$ cat src/rtl/mpht_pkg.sv
// Package for the MAC-to-port hash table: sizes, codes, sequencer types and helpers.
`default_nettype none

package mpht_pkg;

	// Table geometry
	localparam int TABLE_SIZE = 10;
	localparam int KEY_BYTES  = 5;
	localparam int PORT_BITS  = 8;
	localparam int PROBE_STEP = 7;

	// Fixed field widths of the stream payload
	localparam int KEY_FIELD_W  = 40;
	localparam int PORT_FIELD_W = 8;
	localparam int SLOT_FIELD_W = 4;
	localparam int STAT_W       = 2;
	localparam int S_TDATA_W    = 48;
	localparam int M_TDATA_W    = 16;

	// Derived sizes
	localparam int KEY_USE   = (KEY_BYTES < KEY_FIELD_W / 8) ? KEY_BYTES : KEY_FIELD_W / 8;
	localparam int KEY_W     = 8 * KEY_USE;
	localparam int PORT_KEEP = (PORT_BITS < PORT_FIELD_W) ? PORT_BITS : PORT_FIELD_W;
	localparam int SLOT_W    = $clog2(TABLE_SIZE);
	localparam int CNT_W     = $clog2(TABLE_SIZE + 1);
	localparam int BYTE_W    = (KEY_USE > 1) ? $clog2(KEY_USE) : 1;
	localparam int STEP_MOD  = PROBE_STEP % TABLE_SIZE;

	typedef enum logic {
		REQ_INSERT = 1'b0,
		REQ_LOOKUP = 1'b1
	} req_t;

	typedef enum logic [STAT_W-1:0] {
		RES_OK   = 2'd0,
		RES_MISS = 2'd1,
		RES_FULL = 2'd2
	} status_t;

	typedef enum logic [1:0] {
		ST_IDLE,
		ST_HASH,
		ST_PROBE,
		ST_DONE
	} state_t;

	// Control word from the sequencer decode to the datapath
	typedef struct packed {
		logic    take;
		logic    hash_en;
		logic    probe_en;
		logic    wr_en;
		logic    res_en;
		logic    res_hit;
		status_t res_status;
		logic    out_load;
	} ctl_t;

	// Byte reduced modulo the table size: restoring subtract, one bit of quotient a step
	function automatic logic [SLOT_W-1:0] byte_mod(input logic [7:0] b);
		logic [15:0] r;
		r = {8'd0, b};
		for (int j = 7; j >= 0; j--) begin
			if (r >= 16'(TABLE_SIZE << j))
				r = r - 16'(TABLE_SIZE << j);
		end
		return r[SLOT_W-1:0];
	endfunction

	// Add two residues and fold back once into range
	function automatic logic [SLOT_W-1:0] mod_add(input logic [SLOT_W-1:0] a,
		input logic [SLOT_W-1:0] b);
		logic [SLOT_W:0] s;
		s = {1'b0, a} + {1'b0, b};
		if (s >= (SLOT_W+1)'(TABLE_SIZE))
			s = s - (SLOT_W+1)'(TABLE_SIZE);
		return s[SLOT_W-1:0];
	endfunction

endpackage

`default_nettype wire

$ cat src/rtl/mac_port_hash_table.sv
// MAC-to-port hash table with open addressing, byte-sum hash and fixed-stride probing.
//
// Input channel s_*: one transfer is one request. s_tuser holds the request kind
// (insert or lookup), s_tdata the 40-bit key and the 8-bit port to store.
// Output channel m_*: exactly one transfer per request. m_tuser holds the status
// (ok/found, not found, full), m_tdata the port found and the slot index.
// A request runs through one shared modulo adder under a small sequencer: the
// key bytes are summed modulo the table size, then one slot is probed per cycle,
// up to TABLE_SIZE slots, then the result moves to the output register. The gap
// between request transfers is set by the hash loop plus the probe loop over the
// slot array. With a free output register, m_tvalid rises together with s_tready.
// s_tready is high only while the sequencer is idle.
// The output register holds a finished result while the receiver stalls; the next
// request is still taken and processed, and waits for that register to drain.
// Reset clears the valid flags and the entry count, so the table starts empty;
// stored keys and ports need no reset.
`default_nettype none

module mac_port_hash_table (
	input  wire logic                             clk,
	input  wire logic                             arst_n,
	input  wire logic                             s_tvalid,
	output logic                                  s_tready,
	input  wire logic [mpht_pkg::S_TDATA_W-1:0]   s_tdata,  // mac_key[39:0], port_in[47:40]
	input  wire logic                             s_tuser,  // req_type[0]
	output logic                                  m_tvalid,
	input  wire logic                             m_tready,
	output logic [mpht_pkg::M_TDATA_W-1:0]        m_tdata,  // port_out[7:0], slot[11:8], zero[15:12]
	output logic [mpht_pkg::STAT_W-1:0]           m_tuser   // status[1:0]
);

	mpht_pkg::state_t state_q, state_d;
	mpht_pkg::ctl_t   ctl;

	// Request registers
	mpht_pkg::req_t                    req_q;
	logic [mpht_pkg::KEY_W-1:0]        key_q;
	logic [mpht_pkg::KEY_W-1:0]        hash_sh_q;
	logic [mpht_pkg::PORT_KEEP-1:0]    port_q;
	logic [mpht_pkg::BYTE_W-1:0]       byte_q;
	logic [mpht_pkg::SLOT_W-1:0]       slot_q;
	logic [mpht_pkg::SLOT_W-1:0]       k_q;

	// Table storage
	logic [mpht_pkg::KEY_W-1:0]        key_store_q  [mpht_pkg::TABLE_SIZE];
	logic [mpht_pkg::PORT_KEEP-1:0]    port_store_q [mpht_pkg::TABLE_SIZE];
	logic [mpht_pkg::TABLE_SIZE-1:0]   slot_valid_q;
	logic [mpht_pkg::CNT_W-1:0]        entry_count_q;

	// Result and output registers
	mpht_pkg::status_t                 res_status_q;
	logic [mpht_pkg::PORT_FIELD_W-1:0] res_port_q;
	logic [mpht_pkg::SLOT_FIELD_W-1:0] res_slot_q;
	logic                              m_tvalid_q;
	mpht_pkg::status_t                 m_status_q;
	logic [mpht_pkg::PORT_FIELD_W-1:0] m_port_q;
	logic [mpht_pkg::SLOT_FIELD_W-1:0] m_slot_q;

	// Probe status of the current slot
	logic                        is_insert;
	logic                        table_full;
	logic                        cur_valid;
	logic                        key_eq;
	logic                        last_probe;
	logic                        probe_end;
	logic                        out_free;
	logic [mpht_pkg::SLOT_W-1:0] add_b;
	logic [mpht_pkg::SLOT_W-1:0] add_sum;

	assign is_insert  = (req_q == mpht_pkg::REQ_INSERT);
	assign table_full = (entry_count_q >= mpht_pkg::CNT_W'(mpht_pkg::TABLE_SIZE));
	assign cur_valid  = slot_valid_q[slot_q];
	assign key_eq     = (key_store_q[slot_q] == key_q);
	assign last_probe = (k_q == mpht_pkg::SLOT_W'(mpht_pkg::TABLE_SIZE - 1));
	assign probe_end  = is_insert ? (table_full || !cur_valid || last_probe)
	                              : ((cur_valid && key_eq) || last_probe);
	assign out_free   = !m_tvalid_q || m_tready;

	// Shared modulo adder: key byte residue while hashing, probe stride while probing
	assign add_b   = (state_q == mpht_pkg::ST_HASH) ? mpht_pkg::byte_mod(hash_sh_q[7:0])
	                                                : mpht_pkg::SLOT_W'(mpht_pkg::STEP_MOD);
	assign add_sum = mpht_pkg::mod_add(slot_q, add_b);

	// Next state
	always_comb begin
		state_d = state_q;
		case (state_q)
			mpht_pkg::ST_IDLE: begin
				if (s_tvalid)
					state_d = mpht_pkg::ST_HASH;
			end
			mpht_pkg::ST_HASH: begin
				if (byte_q == mpht_pkg::BYTE_W'(mpht_pkg::KEY_USE - 1))
					state_d = mpht_pkg::ST_PROBE;
			end
			mpht_pkg::ST_PROBE: begin
				if (probe_end)
					state_d = mpht_pkg::ST_DONE;
			end
			mpht_pkg::ST_DONE: begin
				if (out_free)
					state_d = mpht_pkg::ST_IDLE;
			end
			default: state_d = mpht_pkg::ST_IDLE;
		endcase
	end

	// Sequencer outputs
	always_comb begin
		ctl            = '0;
		ctl.res_status = mpht_pkg::RES_OK;
		case (state_q)
			mpht_pkg::ST_IDLE: begin
				ctl.take = s_tvalid;
			end
			mpht_pkg::ST_HASH: begin
				ctl.hash_en = 1'b1;
			end
			mpht_pkg::ST_PROBE: begin
				if (probe_end) begin
					ctl.res_en = 1'b1;
					if (is_insert) begin
						if (!table_full && !cur_valid) begin
							ctl.wr_en      = 1'b1;
							ctl.res_status = mpht_pkg::RES_OK;
						end else begin
							ctl.res_status = mpht_pkg::RES_FULL;
						end
					end else if (cur_valid && key_eq) begin
						ctl.res_hit    = 1'b1;
						ctl.res_status = mpht_pkg::RES_OK;
					end else begin
						ctl.res_status = mpht_pkg::RES_MISS;
					end
				end else begin
					ctl.probe_en = 1'b1;
				end
			end
			mpht_pkg::ST_DONE: begin
				ctl.out_load = out_free;
			end
			default: ctl = '0;
		endcase
	end

	// Control state
	always_ff @(posedge clk or negedge arst_n) begin
		if (!arst_n) begin
			state_q       <= mpht_pkg::ST_IDLE;
			slot_valid_q  <= '0;
			entry_count_q <= '0;
			m_tvalid_q    <= 1'b0;
		end else begin
			state_q <= state_d;
			if (ctl.wr_en) begin
				slot_valid_q[slot_q] <= 1'b1;
				entry_count_q        <= entry_count_q + 1'b1;
			end
			if (ctl.out_load)
				m_tvalid_q <= 1'b1;
			else if (m_tready)
				m_tvalid_q <= 1'b0;
		end
	end

	// Request, hash and probe datapath
	always_ff @(posedge clk) begin
		if (ctl.take) begin
			req_q     <= mpht_pkg::req_t'(s_tuser);
			key_q     <= s_tdata[mpht_pkg::KEY_W-1:0];
			hash_sh_q <= s_tdata[mpht_pkg::KEY_W-1:0];
			port_q    <= s_tdata[mpht_pkg::KEY_FIELD_W +: mpht_pkg::PORT_KEEP];
			byte_q    <= '0;
			slot_q    <= '0;
			k_q       <= '0;
		end
		if (ctl.hash_en) begin
			slot_q    <= add_sum;
			hash_sh_q <= hash_sh_q >> 8;
			byte_q    <= byte_q + 1'b1;
		end
		if (ctl.probe_en) begin
			slot_q <= add_sum;
			k_q    <= k_q + 1'b1;
		end
	end

	// Table entry write
	always_ff @(posedge clk) begin
		if (ctl.wr_en) begin
			key_store_q[slot_q]  <= key_q;
			port_store_q[slot_q] <= port_q;
		end
	end

	// Result capture and output register
	always_ff @(posedge clk) begin
		if (ctl.res_en) begin
			res_status_q <= ctl.res_status;
			res_port_q   <= ctl.res_hit ? mpht_pkg::PORT_FIELD_W'(port_store_q[slot_q]) : '0;
			res_slot_q   <= (ctl.res_status == mpht_pkg::RES_OK)
			                ? mpht_pkg::SLOT_FIELD_W'(slot_q) : '0;
		end
		if (ctl.out_load) begin
			m_status_q <= res_status_q;
			m_port_q   <= res_port_q;
			m_slot_q   <= res_slot_q;
		end
	end

	assign s_tready = (state_q == mpht_pkg::ST_IDLE);
	assign m_tvalid = m_tvalid_q;
	assign m_tuser  = m_status_q;
	assign m_tdata  = {{(mpht_pkg::M_TDATA_W - mpht_pkg::PORT_FIELD_W
	                     - mpht_pkg::SLOT_FIELD_W){1'b0}}, m_slot_q, m_port_q};

	// Entry count tracks the valid flags
	a_count_matches: assert property (@(posedge clk) disable iff (!arst_n)
		32'(entry_count_q) == 32'($countones(slot_valid_q)))
		else $error("entry count differs from number of valid slots");

	// Entry count never passes the table size
	a_count_bound: assert property (@(posedge clk) disable iff (!arst_n)
		32'(entry_count_q) <= 32'(mpht_pkg::TABLE_SIZE))
		else $error("entry count above table size");

	// An insert only claims a free slot
	a_write_free: assert property (@(posedge clk) disable iff (!arst_n)
		ctl.wr_en |-> !cur_valid)
		else $error("insert overwrote a valid slot");

	// Failed requests return zero port and slot
	a_fail_zero: assert property (@(posedge clk) disable iff (!arst_n)
		(m_tvalid && m_tuser != mpht_pkg::RES_OK) |-> (m_tdata == '0))
		else $error("failed request carries nonzero data");

	// A written slot is valid afterwards
	a_write_sets: assert property (@(posedge clk) disable iff (!arst_n)
		ctl.wr_en |=> (slot_valid_q[$past(slot_q)]))
		else $error("written slot not marked valid");

endmodule

`default_nettype wire

$ cat config.mk
export PLATFORM = sky130hd
export DESIGN_NAME = mac_port_hash_table
export DESIGN_NICKNAME = d
export VERILOG_FILES = /design/src/rtl/mpht_pkg.sv /design/src/rtl/mac_port_hash_table.sv
export SDC_FILE = /design/constraint.sdc
export NUM_CORES = 1
export LEC_CHECK = 0
export BUFFER_PORTS_ARGS = -buffer_cell sky130_fd_sc_hd__buf_2
export CORE_UTILIZATION = 44
export DETAILED_ROUTE_END_ITERATION = 8
export GPL_TIMING_DRIVEN = 0
export MAX_ROUTING_LAYER = met4
export PLACE_DENSITY = 0.71
export SYNTH_ARGS = -nofsm -noshare
export SYNTH_HDL_FRONTEND = slang
export SYNTH_SLANG_ARGS = --single-unit
$ cat constraint.sdc
create_clock -name clk -period 21.5 [get_ports clk]
set_input_delay 6.45 -clock clk [delete_from_list [all_inputs] [get_ports clk]]
set_output_delay 6.45 -clock clk [all_outputs]
set_load 0.005 [all_outputs]
==> results of run 1 <==
cell usage after synthesis, types with 6 or more instances:
library cell | number | area [µm²]
a211oi_2 | 8 | 100.1
nand3_1 | 7 | 35.03
nand4_1 | 9 | 56.30
a211oi_1 | 24 | 180.2
nor4_1 | 10 | 62.56
dfrtp_1 | 17 | 425.4
buf_4 | 9 | 67.56
mux2_2 | 47 | 529.3
and3_1 | 8 | 50.05
nor2b_1 | 16 | 100.1
ha_1 | 19 | 237.7
nand3b_1 | 12 | 90.09
nor3_1 | 21 | 105.1
or2_2 | 12 | 75.07
o31ai_1 | 7 | 52.55
nor2_1 | 46 | 172.7
dfxtp_1 | 12 | 240.2
buf_2 | 11 | 55.05
xnor2_1 | 64 | 560.5
clkbuf_1 | 50 | 187.7
edfxtp_1 | 600 | 18020
or3b_2 | 11 | 96.34
inv_1 | 30 | 112.6
a2111oi_0 | 8 | 70.07
o21ai_0 | 24 | 120.1
nor3b_1 | 30 | 225.2
mux4_2 | 98 | 2207
xor2_1 | 41 | 359.1
nand2_1 | 65 | 244.0
a21oi_1 | 21 | 105.1
nand2b_1 | 6 | 37.54
and2_1 | 7 | 43.79
mux2i_1 | 77 | 770.7
buf_1 | 8 | 30.03
metal layers:
layer	vias up	routed length, µm	track usage
met2	594	31030	0.3373
met4	0	1609	0.07245
met3	98	4381	0.02930
li1	6421	-	-
met5	-	0	-
met1	7652	26430	0.2946
through the flow:
stage	setup WS [ns]	instance area, µm²	total power, mW	hold slack (ns)	instances
floorplan	12.57	26700	2.806	0.4003	1534
global placement	7.510	28010	3.250	0.4037	2375
detailed placement	13.35	28660	3.306	0.4052	2420
CTS	13.52	30470	4.285	0.4221	2527
global route	13.47	30480	4.482	0.4293	2531
finish	13.54	30480	4.280	0.4202	2531
final cells by class:
type	instances	area (µm²)	share of cell area
flip-flops and latches	629	18680	0.6130
multi-input cells	790	7566	0.2483
clock buffers	76	1549	0.05083
well taps	773	967.2	0.03173
repair buffers	113	925.9	0.03038
plain buffers	84	401.6	0.01318
clock inverters	31	256.5	0.008416
inverters	31	117.6	0.003859
diodes	4	10.01	0.0003284
worst max-delay path, cell delays in order (launching register included):
cell and delay [ns]:
dfrtp_1 0.42, inv_1 0.08, ha_1 0.24, buf_2 0.15
flip-flops by register name, indices dropped and copies added (netlist names), named ones only:
| signal | count |
|---|---|
| key_store_q | 400 |
| port_store_q | 80 |
| hash_sh_q | 40 |
| key_q | 40 |
| slot_valid_q | 10 |
| m_port_q | 8 |
| port_q | 8 |
| res_port_q | 8 |
| entry_count_q | 4 |
| k_q | 4 |
| m_slot_q | 4 |
| res_slot_q | 4 |
| slot_q | 4 |
| byte_q | 3 |
| m_tuser | 2 |
| res_status_q | 2 |
| state_q | 2 |
| m_tvalid | 1 |
| req_q | 1 |
power groups by stage:
stage                     combinational, mW  clock (mW)  sequential [mW]
after floorplan                        1.17           0             1.64
after global placement                 1.57           0             1.68
after detailed placement               1.63           0             1.68
after CTS                              1.64       0.993             1.65
after global routing                   1.77        1.04             1.67
final                                  1.65       0.978             1.65
kinds of logic (layout without fill, tap and decap cells):
kind of cell,after synthesis,count (layout),share of synthesized area
xor gates and xnor gates,105,105,0.03445
buffers and inverters,115,335,0.01941
DFF,629,629,0.6999
AOI/OAI and AO/OA,159,159,0.04486
and+or+nand+nor,278,278,0.05934
other,1,8,0.0001405
adders and majority gates,21,21,0.01003
muxes,223,223,0.1318
worst max-delay path by stage:
stage                     from         endpoint  cells past startpoint
floorplan             s_tvalid        byte_q[0]                      4
global placement     slot_q[0]  slot_valid_q[2]                     10
global route        state_q[0]         s_tready                      3
CTS                 state_q[0]         s_tready                      3
finish              state_q[0]         s_tready                      3
detailed placement    s_tvalid    hash_sh_q[10]                      6
==> summary.txt, run 1 <==
Clock network
  – Clk Latency, worst-skew pair: between 0.6 and 0.7 ns
  – Clock edge transition at the registers on the reported setup and hold paths: about 0.07 ns
  – H-tree levels: 2
  – Post-CTS setup buffer count: 0
  – CTS tree: yes
  – Inserted Clock Buffers: 58
  – CTS Buffer Depth: 3
  – CTS Sinks: approximately 630
  – Post-CTS resize count: 0
  – Hold_buf cts: 0
  – Root buf cell: clkbuf_16

Floorplan
  – Die X-Extent: between 200 and 250 µm
  – Core area: slightly below 60000 µm²
  – Initial Util: 0.4489
  – Die Area: about 62000 µm²
  – Rows: 89
  – Die Height: around 250 µm
  – IO Pins: 73

Finish
  – Commonest non-fill, non-tap cells in the layout: edfxtp_1, mux4_2, buf_2
  – P&R area growth vs syn: 14.18%
  – Layout cell share with drive strength beyond 1: 0.2423
  – Fin util: 0.5125
  – Fillcell total: approximately 4800
  – Commonest non-fill, non-tap cell in the layout: edfxtp_1
  – Layout net count: 1780

Route
  – DRC viols: 0
  – WL/cell: 25.07 µm
  – Antenna-violating nets left: 0
  – WL final: between 60 and 70 mm
  – Vias: approximately 15000
  – DRT Pass-1 Iters: 5
  – Drt initial violations: roughly 1700
  – DR vias/cell: just under 6

Synthesis
  – Number of synthesized register bits: 629
  – Sequential cell area fraction in the yosys report: 0.6999
  – Cell variety after synth: 84
  – Avg Inst Size Synth: approximately 17 µm²
  – Top FF cell, synth: edfxtp_1
  – Yosys warns: 0
  – Synthesized area: approximately 27000 µm²
  – Synth Instances: ~1500
  – Synth async-reset ratio: 0.02703
  – Number of enable flip-flop cells after synthesis: 600

Global routing
  – Vias in the first global route: 14710
  – First-pass GRT wire length: approximately 94 mm
  – All-Layer GR Usage: 0.2166
  – Largest net degree at the start of global routing: 42
  – Initial antenna violation count: 3
  – Overflow after GRT: 0

Critical path
  – RR Startpoint: hash_sh_q[5]
  – R2r worst-path depth: 27
  – Arrival time worst endpoint: between 1.5 and 2 ns
  – CP max FO: 4
  – Critical path required time: ~15 ns
  – Reg2reg end: slot_q[2]
  – CP Capture Type: output port
  – Crit path launch type: register
  – Internal reg-to-reg setup slack: roughly 14 ns
  – Crit Path Class: register to output port

STA
  – Setup TNS: 0 ns
  – Relative slew slack: 0.09876
  – Slew Limit Fails: 0
  – Worst slew pin tran: 1.349 ns
  – Number of setup violations in the final report: 0
  – FMAX: 125.6 MHz
  – Unrepaired setup endpoints after global routing: no
  – Final hold vios: 0
  – Clock skew: 0.03867 ns
  – Period utilization: 0.3702
  – Fin crit period: approximately 8 ns

Place
  – Port bufs: ~70
  – Gpl congestion: a little over 0.9
  – Detailed placement HPWL: approximately 44 mm

Power and ir drop
  – VDD IR max: approximately 0.00011 V
  – Switch Pwr: approximately 1.5 mW
  – Sw frac: 0.3584
  – P per Cell Area: 140.4 nW/µm²
  – Clock network power share: 0.229
  – Internal: 2.746 mW
  – Leakage: between 10 and 15 nW
  – Comb pwr share: 0.385
  – Flop pwr share: 0.386

Min path
  – Min-Delay Endpoint: m_port_q[3]
  – HP Start: res_port_q[3]
  – Hold Crit Class: register to register
  – Worst Hold Depth: 0

Run
  – Max Cap Viol: 0

Run status
  – Status: complete, no violations
Note: power is estimated with default switching activity, not from simulation.
==> run 2, diff against run 1 <==
--- a/config.mk
+++ b/config.mk
@@ -5,12 +5,13 @@
 export SDC_FILE = /design/constraint.sdc
 export NUM_CORES = 1
 export LEC_CHECK = 0
+export ABC_AREA = 1
 export BUFFER_PORTS_ARGS = -buffer_cell sky130_fd_sc_hd__buf_2
 export CORE_UTILIZATION = 44
 export DETAILED_ROUTE_END_ITERATION = 8
 export GPL_TIMING_DRIVEN = 0
 export MAX_ROUTING_LAYER = met4
-export PLACE_DENSITY = 0.71
+export PLACE_DENSITY = 0.73
 export SYNTH_ARGS = -nofsm -noshare
 export SYNTH_HDL_FRONTEND = slang
 export SYNTH_SLANG_ARGS = --single-unit
==> constraint.sdc (replaced) <==
create_clock -name clk -period 6.8 [get_ports clk]
set_input_delay 2.04 -clock clk [delete_from_list [all_inputs] [get_ports clk]]
set_output_delay 2.04 -clock clk [all_outputs]
set_load 0.005 [all_outputs]
==> run 2 against run 1 <==
Effect of this change: first-iteration DRC count increased by 36%; combinational power increased to 3.2 times the previous value; sequential share of layout area increased by 2.2 points; worst setup slack got worse by 13 ns; critical path depth increased by 33; clock skew decreased by 0.016 ns; worst hold slack improved by 0.0011 ns; utilization decreased by 0.12 points; sequential power increased to 3.1 times the previous value; flip-flop and latch count unchanged; synthesized cell count increased by 31%; critical endpoint is now slot_q[3]; highest routed layer unchanged.
==> summary.txt, run 2 <==
Critical path
  – CP bufs+invs: 7 (+5)
  – CP Capture Type: register
  – CP max FO: 9 (+5)
  – Crit-path most repeated cell: nand2_1
  – Worst Setup SP: hash_sh_q[5]
  – CP max-delay cell: edfxtp_1
  – RR Startpoint: hash_sh_q[5]
  – Arrival time worst endpoint: 6.49 ns (+4.98 ns)
  – Delay-heaviest family, CP: simple AND/OR/NAND/NOR gates
  – Critical path required time: 7.17 ns (-7.88 ns)
  – Crit path launch type: register
  – Crit Path Class: register to register
  – Slowest stage delay, CP: 0.45 ns (+0.03 ns)

STA
  – Clock skew: 0.02303 ns (-0.01564 ns)
  – Slew Limit Fails: 0 (unchanged)
  – Final hold vios: 0 (unchanged)
  – Fin crit period: just over 6 ns
  – Number of setup violations in the final report: 0 (unchanged)
  – Period utilization: 0.9013
  – Final Worst Setup Slack: 0.6712 ns (-12.87 ns)
  – Relative slew slack: 0.2049 (+0.1062)
  – FMAX: around 160 MHz
  – Worst slew pin tran: 1.182 ns (-0.1674 ns)
  – Unrepaired setup endpoints after global routing: no

Place
  – Gpl congestion: 0.8936 (-3.4%)
  – Detailed placement HPWL: 44.13 mm (+1.2%)
  – DP Worst Slack: 0.4428 ns (-12.90 ns)
  – Port bufs: 68 (unchanged)

Floorplan
  – Die X-Extent: 243.2 µm (-2.1%)
  – Rows: 88 (-1.1%)
  – IO Pins: 73 (unchanged)
  – Die Height: 243.2 µm (-2.1%)
  – Die Area: 59150 µm² (-4.1%)
  – Initial Util: 0.4445 (-0.004341)
  – Core area: 57590 µm² (-3.2%)

Route
  – Antenna-violating nets left: 0 (unchanged)
  – WL final: 68.10 mm (+7.3%)
  – DRT Pass-1 Iters: 6 (+1)
  – Vias: 17440 (+18%)
  – WL/cell: 22.96 µm (-8.4%)
  – Drt initial violations: 2263 (+36%)
  – DRC viols: 0 (unchanged)
  – DR vias/cell: 5.879 (+0.78%)

Finish
  – Layout cell share with drive strength beyond 1: 0.1177 (-0.1246)
  – Largest registers: key_store_q: 400 flops, port_store_q: 80 flops
  – Number of diodes: 0 (-4)
  – Largest register FFs: 400 (unchanged)
  – Layout net count: 2226 (+25%)
  – P&R area growth vs syn: 15.02%
  – Commonest non-fill, non-tap cell in the layout: edfxtp_1
  – Commonest non-fill, non-tap cells in the layout: edfxtp_1, nor2_1, nand2_1
  – Fillcell total: 4640 (-2.8%)
  – Biggest register: key_store_q

Synthesis
  – Yosys warns: 0 (unchanged)
  – Synth Instances: 2003 (+31%)
  – Cell variety after synth: 46 (-45%)
  – Synth async-reset ratio: 0.02703 (unchanged)
  – Synth top area share: 0.7038 (+0.02884)
  – Sequential cell area fraction in the yosys report: 0.7298 (+0.02990)
  – Number of synthesized register bits: 629 (unchanged)
  – Most frequent cell after synthesis: edfxtp_1
  – Synth top area cells: edfxtp_1, o21ai_0, nor2_1, nand2_1, nand3_1
  – Top FF cell, synth: edfxtp_1
  – Synthesized area: 25600 µm² (-4.1%)
  – Most frequent cells after synthesis: edfxtp_1, nor2_1, nand2_1, o21ai_0, nand3_1
  – Avg Inst Size Synth: 12.78 µm² (-27%)
  – Number of enable flip-flop cells after synthesis: 600 (unchanged)
  – Top cell type by total area after synthesis: edfxtp_1

Power and ir drop
  – Internal: 8.401 mW (+210%)
  – Switch Pwr: 5.418 mW (+250%)
  – Tot Pwr: 13.82 mW (+220%)
  – P per Cell Area: 469.3 nW/µm² (+230%)
  – VDD IR max: 0.0005895 V (+450%)
  – Sw frac: 0.3921 (+0.03367)
  – Comb pwr share: 0.377 (-0.008)
  – Clock network power share: 0.247 (+0.018)
  – Flop pwr share: 0.376 (-0.010)
  – Leakage: 10.24 nW (+2.0%)

Global routing
  – Vias in the first global route: 17240 (+17%)
  – Initial antenna violation count: 0 (-3)
  – First-pass GRT wire length: 102.3 mm (+8.4%)
  – Overflow after GRT: 0 (unchanged)
  – All-Layer GR Usage: 0.2364 (+0.01988)
  – Largest net degree at the start of global routing: 59 (+40%)

Run
  – Max Cap Viol: 0 (unchanged)

Clock network
  – CTS Buffer Depth: 3 (unchanged)
  – CTS Sinks: 629 (unchanged)
  – Inserted Clock Buffers: 57 (-1.7%)
  – Post-CTS setup buffer count: 0 (unchanged)
  – Root buf cell: clkbuf_16
  – Hold_buf cts: 0 (unchanged)
  – Clock edge transition at the registers on the reported setup and hold paths: 0.07 ns (about the same)
  – CTS tree: yes
  – Clk Latency, worst-skew pair: 0.62 ns (-0.02 ns)
  – Post-CTS resize count: 0 (unchanged)
  – H-tree levels: 2 (unchanged)

Run status
  – Status: complete, no violations

Min path
  – HP Start: res_port_q[6]
  – Hold Crit Class: register to register
==> run 2: per-stage QoR <==
step	util	area [µm²]	setup TNS (ns)	cells	hold WS, ns
3_3_place_gp	0.4673	26910	-194.70	2839	0.4029
3_5_place_dp	0.4752	27370	0	2857	0.4056
4_1_cts	0.5101	29380	0	2964	0.4201
5_1_grt	0.5113	29440	0	2966	0.4267
2_1_floorplan	-	25610	0	2006	0.4003
6_report	0.5113	29440	0	2966	0.4213
==> run 2: layout make-up <==
class                   instances  area (µm²)  area share
flip-flops and latches        629       18680      0.6345
inverters                      91       342.8     0.01164
well taps                     765       957.2     0.03251
multi-input cells            1188        6270      0.2129
clock buffers                  67        1526     0.05184
plain buffers                  98       401.6     0.01364
repair buffers                 88       778.2     0.02643
clock inverters                40       484.2     0.01645
==> run 2: cell families after synthesis <==
group / count (synthesis) / share of synthesized area
other: 1 / 0.0001465
multiplexers: 9 / 0.003519
XOR/XNOR: 27 / 0.009238
adder cells (fa/ha/maj): 20 / 0.01007
buffers and inverters: 189 / 0.02903
flip-flops: 629 / 0.7299
AO/OA/AOI/OAI: 423 / 0.1006
AND/OR/NAND/NOR: 705 / 0.1176
==> run 2: power groups by stage <==
stage               combinational, mW  sequential (mW)  clock (mW)
floorplan                        3.42             5.15           0
global placement                 4.79             5.26           0
detailed placement               5.03             5.26           0
CTS                              5.08             5.19        3.43
global route                     5.72             5.23        3.56
finish                           5.21             5.19        3.42
==> run 2: final timing paths <==
kind,end,slack [ns],cells after the start
min in group asynchronous,entry_count_q[3],1.36,1
max,slot_q[3],0.67,36
min reg2reg,m_port_q[6],0.42,0
max reg2reg,slot_q[3],0.67,36
min,m_port_q[6],0.42,0
max in group asynchronous,slot_valid_q[0],5.15,1
==> run 2: worst reg2reg max path: cells and delay by family (launching register included) <==
| family | cells | cell delay [ns] |
|---|---|---|
| AO/OA/AOI/OAI | 3 | 0.81 |
| XOR/XNOR | 1 | 0.16 |
| adder cells (fa/ha/maj) | 4 | 1.10 |
| buffers and inverters | 7 | 0.61 |
| flip-flops | 1 | 0.45 |
| AND/OR/NAND/NOR | 21 | 2.75 |
==> run 2: metal layers <==
layer,global-route usage,wire [µm],vias to the layer above
met2,0.3896,33180,1098
met4,0.1090,3161,0
met3,0.03992,6635,229
met5,-,0,-
li1,-,-,7625
met1,0.2842,25120,8485
